===== src/hdl/lgfs_pkg.sv =====
// Shared types and constants of the lidar gap-follow steering block.
package lgfs_pkg;

	localparam int ANGLE_LIMIT = 3294199;
	localparam int IDX_REG_W   = 3;
	localparam int CFG_DATA_W  = 23;
	localparam int QUEUE_DEPTH = 2;

	localparam logic [IDX_REG_W-1:0] REG_OBSTACLE_DISTANCE = 3'd0;
	localparam logic [IDX_REG_W-1:0] REG_ANGLE_START       = 3'd1;
	localparam logic [IDX_REG_W-1:0] REG_ANGLE_STEP        = 3'd2;
	localparam logic [IDX_REG_W-1:0] REG_STEER_GAIN        = 3'd3;
	localparam logic [IDX_REG_W-1:0] REG_SPEED_TURNING     = 3'd4;
	localparam logic [IDX_REG_W-1:0] REG_SPEED_CRUISE      = 3'd5;
	localparam logic [IDX_REG_W-1:0] REG_TURN_THRESHOLD    = 3'd6;

	localparam logic        [15:0] RST_OBSTACLE_DISTANCE = 16'd1200;
	localparam logic signed [22:0] RST_ANGLE_START       = -23'sd2464153;
	localparam logic        [15:0] RST_ANGLE_STEP        = 16'd4508;
	localparam logic        [15:0] RST_STEER_GAIN        = 16'd2908;
	localparam logic        [15:0] RST_SPEED_TURNING     = 16'd1500;
	localparam logic        [15:0] RST_SPEED_CRUISE      = 16'd3000;
	localparam logic        [21:0] RST_TURN_THRESHOLD    = 22'd183011;

	typedef struct packed {
		logic        [15:0] obstacle_distance;
		logic signed [22:0] angle_start;
		logic        [15:0] angle_step;
		logic        [15:0] steer_gain;
		logic        [15:0] speed_turning;
		logic        [15:0] speed_cruise;
		logic        [21:0] turn_threshold;
	} cfg_t;

endpackage


===== src/hdl/lgfs_if.sv =====
// Valid/ready channel interfaces for lidar samples and steering results.
interface lgfs_sample_if;
	logic        valid;
	logic        ready;
	logic [15:0] range_mm;
	logic        sample_invalid;
	logic        last_sample;

	modport source (output valid, range_mm, sample_invalid, last_sample, input ready);
	modport sink   (input valid, range_mm, sample_invalid, last_sample, output ready);
	modport monitor(input valid, ready, range_mm, sample_invalid, last_sample);
endinterface

interface lgfs_result_if;
	logic               valid;
	logic               ready;
	logic signed [22:0] steer_angle;
	logic        [15:0] drive_speed;
	logic        [11:0] gap_length;
	logic        [10:0] gap_first;
	logic signed [22:0] gap_angle;

	modport source (output valid, steer_angle, drive_speed, gap_length, gap_first, gap_angle,
		input ready);
	modport sink   (input valid, steer_angle, drive_speed, gap_length, gap_first, gap_angle,
		output ready);
	modport monitor(input valid, ready, steer_angle, drive_speed, gap_length, gap_first,
		gap_angle);
endinterface


===== src/hdl/lgfs_front.sv =====
// Front end: tracks free runs over the sample stream and queues one gap per scan.
module lgfs_front #(
	parameter int MAX_SAMPLES = 2048,
	parameter int IDX_W       = $clog2(MAX_SAMPLES),
	parameter int LEN_W       = $clog2(MAX_SAMPLES + 1)
) (
	input  logic                   clk,
	input  logic                   arst_n,
	input  lgfs_pkg::cfg_t         cfg,
	lgfs_sample_if.sink            samples,
	output logic                   push_valid,
	input  logic                   push_ready,
	output logic [IDX_W+LEN_W-1:0] push_data
);

	localparam int D_W = LEN_W + 2;

	logic [IDX_W-1:0] idx_q;
	logic [LEN_W-1:0] run_q, best_len_q;
	logic [IDX_W-1:0] best_first_q;

	logic [LEN_W-1:0] run_a, best_len_a, best_len_f;
	logic [IDX_W-1:0] best_first_a, best_first_f;
	logic             accept;

	// Start of a run ending at end_i, modulo MAX_SAMPLES.
	function automatic logic [IDX_W-1:0] start_of(input logic [IDX_W:0] end_i,
		input logic [LEN_W-1:0] len);
		logic signed [D_W-1:0] d;
		d = $signed(D_W'(end_i)) - $signed(D_W'(len));
		if (d < 0) begin
			d = d + $signed(D_W'(MAX_SAMPLES));
		end else if (d >= $signed(D_W'(MAX_SAMPLES))) begin
			d = d - $signed(D_W'(MAX_SAMPLES));
		end
		return d[IDX_W-1:0];
	endfunction

	assign samples.ready = push_ready;
	assign accept        = samples.valid && push_ready;

	always_comb begin
		run_a        = run_q;
		best_len_a   = best_len_q;
		best_first_a = best_first_q;
		if (!samples.sample_invalid) begin
			if (samples.range_mm < cfg.obstacle_distance) begin
				if (run_q > best_len_q) begin
					best_len_a   = run_q;
					best_first_a = start_of({1'b0, idx_q}, run_q);
				end
				run_a = '0;
			end else if (run_q < LEN_W'(MAX_SAMPLES)) begin
				run_a = run_q + 1'b1;
			end
		end
		// close any run still open at the end of the scan
		best_len_f   = best_len_a;
		best_first_f = best_first_a;
		if (run_a > best_len_a) begin
			best_len_f   = run_a;
			best_first_f = start_of({1'b0, idx_q} + 1'b1, run_a);
		end
	end

	assign push_valid = accept && samples.last_sample;
	assign push_data  = {best_first_f, best_len_f};

	always_ff @(posedge clk or negedge arst_n) begin
		if (!arst_n) begin
			idx_q        <= '0;
			run_q        <= '0;
			best_len_q   <= '0;
			best_first_q <= '0;
		end else if (accept) begin
			if (samples.last_sample) begin
				idx_q        <= '0;
				run_q        <= '0;
				best_len_q   <= '0;
				best_first_q <= '0;
			end else begin
				idx_q        <= (idx_q == IDX_W'(MAX_SAMPLES - 1)) ? '0 : idx_q + 1'b1;
				run_q        <= run_a;
				best_len_q   <= best_len_a;
				best_first_q <= best_first_a;
			end
		end
	end

endmodule


===== src/hdl/lgfs_queue.sv =====
// Small register queue between the front end and the steering back end.
module lgfs_queue #(
	parameter int WIDTH = 23,
	parameter int DEPTH = 2
) (
	input  logic             clk,
	input  logic             arst_n,
	input  logic             push_valid,
	output logic             push_ready,
	input  logic [WIDTH-1:0] push_data,
	output logic             pop_valid,
	input  logic             pop_ready,
	output logic [WIDTH-1:0] pop_data
);

	localparam int AW = (DEPTH > 1) ? $clog2(DEPTH) : 1;
	localparam int CW = $clog2(DEPTH + 1);

	logic [WIDTH-1:0] mem_q [DEPTH];
	logic [AW-1:0]    wr_ptr_q, rd_ptr_q;
	logic [CW-1:0]    count_q;
	logic             do_push, do_pop;

	assign push_ready = (count_q != CW'(DEPTH));
	assign pop_valid  = (count_q != '0);
	assign pop_data   = mem_q[rd_ptr_q];
	assign do_push    = push_valid && push_ready;
	assign do_pop     = pop_valid && pop_ready;

	always_ff @(posedge clk) begin
		if (do_push) begin
			mem_q[wr_ptr_q] <= push_data;
		end
	end

	always_ff @(posedge clk or negedge arst_n) begin
		if (!arst_n) begin
			wr_ptr_q <= '0;
			rd_ptr_q <= '0;
			count_q  <= '0;
		end else begin
			if (do_push) begin
				wr_ptr_q <= (wr_ptr_q == AW'(DEPTH - 1)) ? '0 : wr_ptr_q + 1'b1;
			end
			if (do_pop) begin
				rd_ptr_q <= (rd_ptr_q == AW'(DEPTH - 1)) ? '0 : rd_ptr_q + 1'b1;
			end
			if (do_push && !do_pop) begin
				count_q <= count_q + 1'b1;
			end else if (do_pop && !do_push) begin
				count_q <= count_q - 1'b1;
			end
		end
	end

endmodule


===== src/hdl/lgfs_back.sv =====
// Back end: turns a queued gap into heading, steering and speed.
module lgfs_back #(
	parameter int IDX_W = 11,
	parameter int LEN_W = 12
) (
	input  logic                   clk,
	input  logic                   arst_n,
	input  lgfs_pkg::cfg_t         cfg,
	input  logic                   job_valid,
	output logic                   job_ready,
	input  logic [IDX_W+LEN_W-1:0] job_data,
	lgfs_result_if.source          results
);

	localparam int SPAN_W = LEN_W + 2;
	localparam int PROD_W = SPAN_W + 16;
	localparam int HALF_W = PROD_W - 1;
	localparam int SUM_W  = ((HALF_W > 23) ? HALF_W : 23) + 2;

	localparam logic signed [SUM_W-1:0] LIM_SUM = SUM_W'(lgfs_pkg::ANGLE_LIMIT);
	localparam logic signed [39:0]      LIM_STR = 40'(lgfs_pkg::ANGLE_LIMIT);

	typedef enum logic [4:0] {
		ST_IDLE  = 5'b00001,
		ST_MUL   = 5'b00010,
		ST_ANGLE = 5'b00100,
		ST_STEER = 5'b01000,
		ST_OUT   = 5'b10000
	} state_t;

	state_t state_q;

	logic [LEN_W-1:0]         len_q;
	logic [IDX_W-1:0]         first_q;
	logic [SPAN_W-1:0]        span_q;
	logic [HALF_W-1:0]        half_q;
	logic signed [22:0]       ang_q;
	logic signed [39:0]       prod_q;
	logic [PROD_W-1:0]        span_prod;
	logic signed [SUM_W-1:0]  sum;
	logic signed [22:0]       ang_sat;
	logic signed [39:0]       steer_sh;
	logic signed [22:0]       steer_sat;
	logic                     out_free;
	logic                     res_valid_q;

	assign job_ready = (state_q == ST_IDLE);
	assign out_free  = !res_valid_q || results.ready;

	assign span_prod = PROD_W'(span_q) * PROD_W'(cfg.angle_step);

	always_comb begin
		sum = SUM_W'($signed(cfg.angle_start)) + SUM_W'(half_q);
		if (sum > LIM_SUM) begin
			ang_sat = 23'(LIM_SUM);
		end else if (sum < -LIM_SUM) begin
			ang_sat = 23'(-LIM_SUM);
		end else begin
			ang_sat = sum[22:0];
		end
		// arithmetic shift gives floor division by 4096
		steer_sh = prod_q >>> 12;
		if (steer_sh > LIM_STR) begin
			steer_sat = 23'(LIM_STR);
		end else if (steer_sh < -LIM_STR) begin
			steer_sat = 23'(-LIM_STR);
		end else begin
			steer_sat = steer_sh[22:0];
		end
	end

	always_ff @(posedge clk) begin
		unique case (state_q)
			ST_IDLE: begin
				if (job_valid) begin
					{first_q, len_q} <= job_data;
					span_q <= SPAN_W'({job_data[IDX_W+LEN_W-1:LEN_W], 1'b0})
						+ SPAN_W'(job_data[LEN_W-1:0]);
				end
			end
			ST_MUL:   half_q <= span_prod[PROD_W-1:1];
			ST_ANGLE: ang_q  <= ang_sat;
			ST_STEER: prod_q <= $signed({1'b0, cfg.steer_gain}) * ang_q;
			ST_OUT: begin
				if (out_free) begin
					results.steer_angle <= steer_sat;
					results.drive_speed <= (ang_q > $signed({1'b0, cfg.turn_threshold}))
						? cfg.speed_turning : cfg.speed_cruise;
					results.gap_length  <= 12'(len_q);
					results.gap_first   <= 11'(first_q);
					results.gap_angle   <= ang_q;
				end
			end
			default: ;
		endcase
	end

	always_ff @(posedge clk or negedge arst_n) begin
		if (!arst_n) begin
			state_q     <= ST_IDLE;
			res_valid_q <= 1'b0;
		end else begin
			unique case (state_q)
				ST_IDLE:  if (job_valid) state_q <= ST_MUL;
				ST_MUL:   state_q <= ST_ANGLE;
				ST_ANGLE: state_q <= ST_STEER;
				ST_STEER: state_q <= ST_OUT;
				ST_OUT: begin
					if (out_free) begin
						state_q <= ST_IDLE;
					end
				end
				default: state_q <= ST_IDLE;
			endcase
			// load a new result, or drop the old one once it is taken
			if ((state_q == ST_OUT) && out_free) begin
				res_valid_q <= 1'b1;
			end else if (results.ready) begin
				res_valid_q <= 1'b0;
			end
		end
	end

	assign results.valid = res_valid_q;

endmodule


===== src/hdl/lidar_gap_follow_steer_top.sv =====
// Top level of the lidar gap-follow steering block.
// Usage: stream one lidar range sample per transfer on the samples channel
// (range_mm, sample_invalid, last_sample). Each valid sample below
// obstacle_distance ends the current free run; the longest run of the scan
// is kept, the earlier one on a tie. Invalid samples only advance the index.
// The transfer flagged last_sample ends the scan and yields exactly one
// result transfer on the results channel: mid-gap angle, steering command,
// speed, and the gap's first index and length.
// Throughput: one sample per cycle while the queue is not full; the front end
// clears its run state on the last sample, so the next scan may start in the
// very next cycle. The last sample's transfer pushes its gap into the queue.
// The back end takes one gap at a time (capture span, multiply by angle_step,
// saturating add, multiply by steer_gain, shift into the output register).
// Up to two finished scans wait in the queue between the two ends; when it
// is full, samples.ready drops until the back end takes one.
// A stalled result holds in the output register; the back end finishes the
// next scan and then waits.
// Reset: arst_n clears the run state, the queue and the back end and loads the
// register defaults. Write registers through cfg_wen/cfg_index/cfg_data only
// while no scan is in flight.
module lidar_gap_follow_steer_top #(
	parameter int MAX_SAMPLES = 2048
) (
	input  logic                            clk,
	input  logic                            arst_n,
	input  logic                            cfg_wen,
	input  logic [lgfs_pkg::IDX_REG_W-1:0]  cfg_index,
	input  logic [lgfs_pkg::CFG_DATA_W-1:0] cfg_data,
	lgfs_sample_if.sink                     samples,
	lgfs_result_if.source                   results
);

	localparam int IDX_W = $clog2(MAX_SAMPLES);
	localparam int LEN_W = $clog2(MAX_SAMPLES + 1);
	localparam int JOB_W = IDX_W + LEN_W;

	lgfs_pkg::cfg_t cfg_q;

	logic             push_valid, push_ready;
	logic [JOB_W-1:0] push_data;
	logic             job_valid, job_ready;
	logic [JOB_W-1:0] job_data;

	// Register file: write-only, indexes past the list are dropped.
	always_ff @(posedge clk or negedge arst_n) begin
		if (!arst_n) begin
			cfg_q.obstacle_distance <= lgfs_pkg::RST_OBSTACLE_DISTANCE;
			cfg_q.angle_start       <= lgfs_pkg::RST_ANGLE_START;
			cfg_q.angle_step        <= lgfs_pkg::RST_ANGLE_STEP;
			cfg_q.steer_gain        <= lgfs_pkg::RST_STEER_GAIN;
			cfg_q.speed_turning     <= lgfs_pkg::RST_SPEED_TURNING;
			cfg_q.speed_cruise      <= lgfs_pkg::RST_SPEED_CRUISE;
			cfg_q.turn_threshold    <= lgfs_pkg::RST_TURN_THRESHOLD;
		end else if (cfg_wen) begin
			unique case (cfg_index)
				lgfs_pkg::REG_OBSTACLE_DISTANCE: cfg_q.obstacle_distance <= cfg_data[15:0];
				lgfs_pkg::REG_ANGLE_START:       cfg_q.angle_start       <= cfg_data[22:0];
				lgfs_pkg::REG_ANGLE_STEP:        cfg_q.angle_step        <= cfg_data[15:0];
				lgfs_pkg::REG_STEER_GAIN:        cfg_q.steer_gain        <= cfg_data[15:0];
				lgfs_pkg::REG_SPEED_TURNING:     cfg_q.speed_turning     <= cfg_data[15:0];
				lgfs_pkg::REG_SPEED_CRUISE:      cfg_q.speed_cruise      <= cfg_data[15:0];
				lgfs_pkg::REG_TURN_THRESHOLD:    cfg_q.turn_threshold    <= cfg_data[21:0];
				default: ;
			endcase
		end
	end

	// Front end: run tracking at one sample per cycle while the queue has room.
	lgfs_front #(
		.MAX_SAMPLES(MAX_SAMPLES),
		.IDX_W      (IDX_W),
		.LEN_W      (LEN_W)
	) u_front (
		.clk       (clk),
		.arst_n    (arst_n),
		.cfg       (cfg_q),
		.samples   (samples),
		.push_valid(push_valid),
		.push_ready(push_ready),
		.push_data (push_data)
	);

	// Hold finished gaps until the back end is free.
	lgfs_queue #(
		.WIDTH(JOB_W),
		.DEPTH(lgfs_pkg::QUEUE_DEPTH)
	) u_queue (
		.clk       (clk),
		.arst_n    (arst_n),
		.push_valid(push_valid),
		.push_ready(push_ready),
		.push_data (push_data),
		.pop_valid (job_valid),
		.pop_ready (job_ready),
		.pop_data  (job_data)
	);

	// Back end: per-scan arithmetic and the result register.
	lgfs_back #(
		.IDX_W(IDX_W),
		.LEN_W(LEN_W)
	) u_back (
		.clk      (clk),
		.arst_n   (arst_n),
		.cfg      (cfg_q),
		.job_valid(job_valid),
		.job_ready(job_ready),
		.job_data (job_data),
		.results  (results)
	);

endmodule


===== src/flat_wrapper.sv =====
// flat-port wrapper written by rule: the top's interface ports become plain ports
module lidar_gap_follow_steer_top_flat 
#(
	parameter int MAX_SAMPLES = 2048
)
  (clk, arst_n, cfg_wen, cfg_index, cfg_data, samples_valid, samples_range_mm, samples_sample_invalid, samples_last_sample, samples_ready, results_valid, results_steer_angle, results_drive_speed, results_gap_length, results_gap_first, results_gap_angle, results_ready);
  lgfs_sample_if samples_i ();
  lgfs_result_if results_i ();
  input  logic clk;
  input  logic arst_n;
  input  logic cfg_wen;
  input  logic [lgfs_pkg::IDX_REG_W-1:0] cfg_index;
  input  logic [lgfs_pkg::CFG_DATA_W-1:0] cfg_data;
  input wire logic [$bits(samples_i.valid)-1:0] samples_valid;
  input wire logic [$bits(samples_i.range_mm)-1:0] samples_range_mm;
  input wire logic [$bits(samples_i.sample_invalid)-1:0] samples_sample_invalid;
  input wire logic [$bits(samples_i.last_sample)-1:0] samples_last_sample;
  output wire logic [$bits(samples_i.ready)-1:0] samples_ready;
  output wire logic [$bits(results_i.valid)-1:0] results_valid;
  output wire logic [$bits(results_i.steer_angle)-1:0] results_steer_angle;
  output wire logic [$bits(results_i.drive_speed)-1:0] results_drive_speed;
  output wire logic [$bits(results_i.gap_length)-1:0] results_gap_length;
  output wire logic [$bits(results_i.gap_first)-1:0] results_gap_first;
  output wire logic [$bits(results_i.gap_angle)-1:0] results_gap_angle;
  input wire logic [$bits(results_i.ready)-1:0] results_ready;
  assign samples_i.valid = samples_valid;
  assign samples_i.range_mm = samples_range_mm;
  assign samples_i.sample_invalid = samples_sample_invalid;
  assign samples_i.last_sample = samples_last_sample;
  assign samples_ready = samples_i.ready;
  assign results_valid = results_i.valid;
  assign results_steer_angle = results_i.steer_angle;
  assign results_drive_speed = results_i.drive_speed;
  assign results_gap_length = results_i.gap_length;
  assign results_gap_first = results_i.gap_first;
  assign results_gap_angle = results_i.gap_angle;
  assign results_i.ready = results_ready;
  lidar_gap_follow_steer_top #(.MAX_SAMPLES(MAX_SAMPLES)) u_core (.clk(clk), .arst_n(arst_n), .cfg_wen(cfg_wen), .cfg_index(cfg_index), .cfg_data(cfg_data), .samples(samples_i), .results(results_i));
endmodule

===== config.mk =====
export PLATFORM = sky130hd
export DESIGN_NAME = lidar_gap_follow_steer_top_flat
export DESIGN_NICKNAME = d
export VERILOG_FILES = /design/src/hdl/lgfs_pkg.sv /design/src/hdl/lgfs_if.sv /design/src/hdl/lgfs_front.sv /design/src/hdl/lgfs_queue.sv /design/src/hdl/lgfs_back.sv /design/src/hdl/lidar_gap_follow_steer_top.sv /design/src/flat_wrapper.sv
export SDC_FILE = /design/constraint.sdc
export NUM_CORES = 2
export LEC_CHECK = 0
export BUFFER_PORTS_ARGS = -buffer_cell sky130_fd_sc_hd__buf_2
export CAP_MARGIN = 20
export CORE_ASPECT_RATIO = 0.5
export CORE_UTILIZATION = 58
export DETAILED_ROUTE_END_ITERATION = 8
export PLACE_DENSITY = 0.78
export SLEW_MARGIN = 20
export SYNTH_ARGS = -nofsm -noshare
export SYNTH_HDL_FRONTEND = slang
export SYNTH_SLANG_ARGS = --single-unit

===== constraint.sdc =====
create_clock -name clk -period 7.1 [get_ports clk]
set_clock_uncertainty 0.15 [all_clocks]
set_input_delay 0.71 -clock clk [delete_from_list [all_inputs] [get_ports clk]]
set_output_delay 0.71 -clock clk [all_outputs]
set_load 0.005 [all_outputs]

Word-level counts from Yosys, hierarchy flattened
Memory sizes are Yosys's and may differ from the RTL's.
Cells that the tools add are included.
{"block": "word_totals", "ff_bits": 395, "latchBits": 0, "mem_bits_rw": 46, "mem_bits_ro": 0, "in_bits": 49, "output_inout_bits": 87, "wordCells": 136, "n_memories": 1}
{"name": "u_core.u_queue.mem_q", "depth": 2, "width": 23, "rd": 1, "rd_ports_with_merged_regs": 0, "write_ports": 1, "line_no": "lgfs_queue.sv:19", "rtl": "logic [WIDTH-1:0] mem_q [DEPTH];"}
{"block": "op_classes", "n_addsub": 15, "n_mul": 2, "n_div": 0, "magnitude_cmp": 13, "n_eq_ne": 15, "shift": 0, "muxes": 34, "bitwise": 0, "reduce_logical": 27}
{"op": "11-bit 2-to-1 mux", "count": 11}
{"op": "12-bit 2-to-1 mux", "count": 9}
{"op": "23-bit 2-to-1 mux", "count": 2}
{"op": "17-bit by 23-bit multiplier with 40-bit output", "count": 1}
{"op": "11-bit by 1-bit adder with 11-bit output, second input constant", "count": 3}
{"op": "23-bit by 30-bit adder with 31-bit output", "count": 1}
{"op": "31-bit by 23-bit greater-than comparator with 1-bit output, second input constant", "count": 1}
{"op": "31-bit by 23-bit < comparator with 1-bit output, second input constant", "count": 1}
{"op": "14-bit by 16-bit multiplier with 30-bit output", "count": 1}
{"op": "28-bit by 23-bit greater-than comparator with 1-bit output, second input constant", "count": 1}
{"op": "28-bit by 23-bit < comparator with 1-bit output, second input constant", "count": 1}
{"op": "13-bit >= comparator, second input constant", "count": 2}
{"op": "13-bit by 1-bit < comparator with 1-bit output, second input constant", "count": 2}
{"op": "5-bit case mux with 5 select lines", "count": 1}
{"op": "12-bit greater-than comparator", "count": 2}
{"op": "23-bit greater-than comparator", "count": 1}
{"op": "11-bit by 1-bit subtractor with 11-bit output, second input constant", "count": 2}
{"op": "2-bit AND reduction", "count": 10}
{"op": "16-bit < comparator", "count": 1}
{"op": "16-bit 2-to-1 mux", "count": 1}
{"op": "12-bit by 12-bit adder with 13-bit output", "count": 1}
{"op": "11-bit by 12-bit subtractor with 13-bit output", "count": 1}
{"op": "12-bit by 12-bit subtractor with 13-bit output", "count": 1}
{"op": "11-bit by 1-bit adder with 12-bit output, second input constant", "count": 1}
{"op": "24 further kinds", "count": 48}

Logic depth before layout (Yosys ltp)
{"block": "depth", "ltp_word": 9, "ltp_mapped": 26, "depth_no_buf": 25}

By module
Synthesis repeated with hierarchy kept, for this count alone.
{"block": "hier_totals", "hier_cells": 3939, "area_unflattened_um2": 41685.0}
{"module": "lgfs_back", "n_inst": 1, "cells_each": 3037, "area_each_um2": 30125.1, "seq_area_each_um2": 6157.2}
{"module": "lidar_gap_follow_steer_top", "n_inst": 1, "cells_each": 270, "area_each_um2": 4865.9, "seq_area_each_um2": 3195.6}
{"module": "lgfs_front", "n_inst": 1, "cells_each": 542, "area_each_um2": 4734.5, "seq_area_each_um2": 1151.1}
{"module": "lgfs_queue", "n_inst": 1, "cells_each": 90, "area_each_um2": 1959.4, "seq_area_each_um2": 1481.4}

Worst setup path before layout
OpenSTA, ideal clock, no wires.
{"block": "synth_timing", "kind": "register to register", "startpoint": "register u_core.cfg_q[63] in the netlist's numbering", "endpoint": "register u_core.u_back.prod_q[39], data pin", "setup_ps": 271, "arrival_ps": 6380, "t_required_ps": 6679, "slack_ps": 299, "stages_incl_launch_ff": 25, "path_buffers": 1, "period_less_slack_ps": 6801, "path_cell_list": "dfstp_2 > clkbuf_1 > nand2_1 > fa_1 > inv_1 > fa_1 > inv_1 > fa_1 > inv_1 > fa_1 > fa_1 > inv_1 > fa_1 > inv_1 > ha_1 > a211oi_1 > o21ai_0 > a21oi_1 > o211ai_1 > o211a_1 > o2111a_1 > o21ai_0 > nor2_1 > a2111oi_0 > xnor2_1"}
{"block": "synth_between", "elab_chain_len": 1}
{"element": "start, declared", "line_no": "lidar_gap_follow_steer_top.sv:37", "rtl": "lgfs_pkg::cfg_t cfg_q;"}
{"element": "17-bit by 23-bit multiplier with 40-bit output", "line_no": "lgfs_back.sv:83", "rtl": "ST_STEER: prod_q <= $signed({1'b0, cfg.steer_gain}) * ang_q;"}
{"element": "end signal, assigned", "line_no": "lgfs_back.sv:83"}
{"element": "end, declared", "line_no": "lgfs_back.sv:38", "rtl": "logic signed [39:0] prod_q;"}
No other way between the ends.
A chain may end at the register's enable or synchronous reset.

Final worst setup path
{"block": "layout_timing", "startpoint": "register u_core.cfg_q[61] in the netlist's numbering", "endpoint": "register u_core.u_back.prod_q[38], data pin"}
The elaborated chain is that of the path after synthesis.

==> impl_metrics.env <==
export IMPL_use_met1_pct=37.4
export IMPL_fin_crit_ns=6.85
export IMPL_async_reset_ff_share_pct=42.4
export IMPL_hold_class="primary input to register"
export IMPL_cts_buffer_depth=3
export IMPL_synth_cell_type_count=83
export IMPL_rows=68
export IMPL_dp_cells=4976
export IMPL_setup_ws_ns=0.245
export IMPL_htree_levels=2
export IMPL_dp_hpwl_um=75600
export IMPL_synth_top_cell_by_area="fa_1"
export IMPL_path_buf_inv=5
export IMPL_drt_initial_drc_count=2041
export IMPL_nets=4993
export IMPL_grt_pass1_wl_um=157000
export IMPL_slowest_stage="fa_1"
export IMPL_critical_path_max_fanout=13
export IMPL_worst_setup_path_type="register to register"
export IMPL_numPortBuffers=135
export IMPL_drc=0
export IMPL_dp_slack_ns=-0.139
export IMPL_syn_avg_cell_area_sq_um=10.4
export IMPL_areaGrowthSynthToFinish_pct=9.76
export IMPL_tightest_slew_ns=1.11
export IMPL_synth_net_count=4823
export IMPL_post_route_util_pct=64.8
export IMPL_cts_tree="yes"
export IMPL_cp_arrival_ns=7.04
export IMPL_setup_violations_final=0
export IMPL_clk_pin_slew_ns=0.06
export IMPL_antenna_cells=0
export IMPL_initial_core_util_pct=59.0
export IMPL_cp_slowest_stage_delay_ns=0.58
export IMPL_routed_wl_um=96800
export IMPL_layout_commonest_cell="inv_1"
export IMPL_cap_violations=0
export IMPL_ant_nets=0
export IMPL_fmax_mhz=146
export IMPL_crit_chain="and2_1, fa_1, inv_1, fa_1, fa_1, inv_1, fa_1, fa_1, inv_1, fa_1, inv_1, ha_1, a21o_1, a221oi_2, nand2_1, o211a_1, o2111a_1, buf_4, o21a_1, a21oi_1, o21bai_1, xor2_1"
export IMPL_grt_pass1_vias=29600
export IMPL_final_cell_mix="inv_1, fa_1, nand2_1"
export IMPL_syn_area_sq_um=40900
export IMPL_dieArea_sq_um=71700
export IMPL_grt_overflow=0
export IMPL_ys_warn_count=0
export IMPL_num_vias=28100
export IMPL_synth_seq_area_share_pct=29.3
export IMPL_slew_viol_final=0
export IMPL_grt_usage_pct=28.0
export IMPL_stdcell_area_sq_um=44900
export IMPL_routed_via_density=5.54
export IMPL_wire_per_inst_um=19.1
export IMPL_crit_path_end_kind="register"
export IMPL_synth_top_area_share_pct=25.3
export IMPL_maxSlewHeadroom_pct=25.9
export IMPL_drive_gt1_share_pct=14.4
export IMPL_cts_sinks=427
export IMPL_fin_crit_sh_pct=96.5
export IMPL_clkLatencyLatePin_ns=0.61
export IMPL_antenna_found_initial=0
export IMPL_cts_buffers=41
export IMPL_grt_start_max_net_pins=143
export IMPL_drt_pass1_iter_count=7
export IMPL_synth_seq_cells=427
export IMPL_critPathLaunchType="register"
export IMPL_worstPathRequired_ns=7.28
export IMPL_synth_ff_type="edfxtp_1"
export IMPL_grt_busiest_layer="met2"
export IMPL_root_buffer="clkbuf_16"
export IMPL_cp_top_family="adder cells"
export IMPL_coreArea_sq_um=69300
export IMPL_finalHoldViolCount=0
export IMPL_fp_dieW_um=378
export IMPL_syn_inst=3921
export IMPL_synth_edf_count=246
export IMPL_outcome="finished, final reports clean"
export IMPL_place_congestion=0.956
export IMPL_grt_util_met2_pct=47.5
export IMPL_fin_cells=5069
export IMPL_place_area_sq_um=43300
export IMPL_crit_path_frequent_cell="fa_1"
export IMPL_io_pins=136
export IMPL_dieHeight_um=190
export IMPL_grtUsageMet3_pct=4.92
export IMPL_ys_top_cells_by_area="fa_1, edfxtp_1, ha_1"
==> path summary, 6_finish.rpt <==
path / end / startpoint / cells after the start / slack [ns]
setup / recovery: u_core.u_back.prod_q[38] / u_core.cfg_q[61] / 22 / 0.25
hold / removal: u_core.cfg_q[108] / cfg_data[22] / 2 / 0.21
setup reg to reg: u_core.u_back.prod_q[38] / u_core.cfg_q[61] / 22 / 0.25
hold reg to reg: u_core.u_back.results.gap_length[8] / u_core.u_back.len_q[8] / 0 / 0.26
max in group asynchronous: u_core.cfg_q[61] / arst_n / 3 / 5.13
min in group asynchronous: u_core.u_front.idx_q[10] / arst_n / 2 / 0.44
==> per-layer routing <==
layer,routed length (um),vias up
met5,0,-
li1,-,12900
met2,47000,750
met4,2200,0
met3,5900,145
met1,41700,14200
==> through the flow <==
stage          setup TNS [ns]  hold WS (ns)
6_report                    0         0.209
5_1_grt              -0.00739         0.203
4_1_cts                     0         0.192
3_5_place_dp           -0.139         0.255
3_3_place_gp                0         0.252
2_1_floorplan               0         0.250
==> sequential cells by signal, summed over array words and instances (netlist names), 12 cells and up <==
signal                             count
u_core.cfg_q                         125
u_core.u_front.best_len_q             12
u_core.u_back.half_q                  29
u_core.u_back.len_q                   12
u_core.u_front.run_q                  12
u_core.u_queue.mem_q                  46
u_core.u_back.span_q                  12
u_core.u_back.results.gap_angle       23
u_core.u_back.results.drive_speed     16
u_core.u_back.results.steer_angle     23
u_core.u_back.prod_q                  28
u_core.u_back.ang_q                   23
u_core.u_back.results.gap_length      12
==> cells in the mapped netlist (17+ instances only) <==
cell / number
nand2b_1: 22
o21a_1: 37
inv_1: 753
nor2_1: 122
and2_1: 260
edfxtp_1: 246
o22ai_1: 17
xor2_1: 35
ha_1: 336
a21o_1: 68
fa_1: 517
dfstp_2: 55
mux2_2: 147
xnor2_1: 88
a22o_1: 21
clkbuf_1: 135
mux2i_1: 39
a21oi_1: 92
dfrtp_1: 126
o21ai_0: 86
nand3_1: 31
nand4_1: 24
nor3_1: 40
nand2_1: 400
==> area by class of cell <==
class | count | area (sq um)
multi-input combinational | 2595 | 25700
fill | 5380 | 24400
sequential | 427 | 12000
inverter | 754 | 2830
timing repair buffer | 272 | 1850
tap | 945 | 1180
clock buffer | 50 | 1130
clock inverter | 26 | 275
==> repair_timing <==
action | CTS | global route
setup endpoints to repair | 1 | 6
pin swaps | 0 | 2
cloned | 0 | 0
hold endpoints to repair | 39 | 0
hold buffers | 1 | 0
setup buffers | 3 | 11
resized for setup | 2 | 10
==> logic make-up after synthesis <==
group                      after synthesis  synth area share [%]
AOI/OAI and AO/OA                      445                  7.41
buffers and inverters                  899                  8.29
DFF                                    427                  29.3
xor gates and xnor gates               124                  2.67
and+or+nand+nor                        987                  11.8
adders and majority gates              853                  35.5
muxes                                  186                  5.00
Power is left out: the tool's default activity adds up to more than one toggle a clock period on the data nets, which glitch-free logic cannot reach.
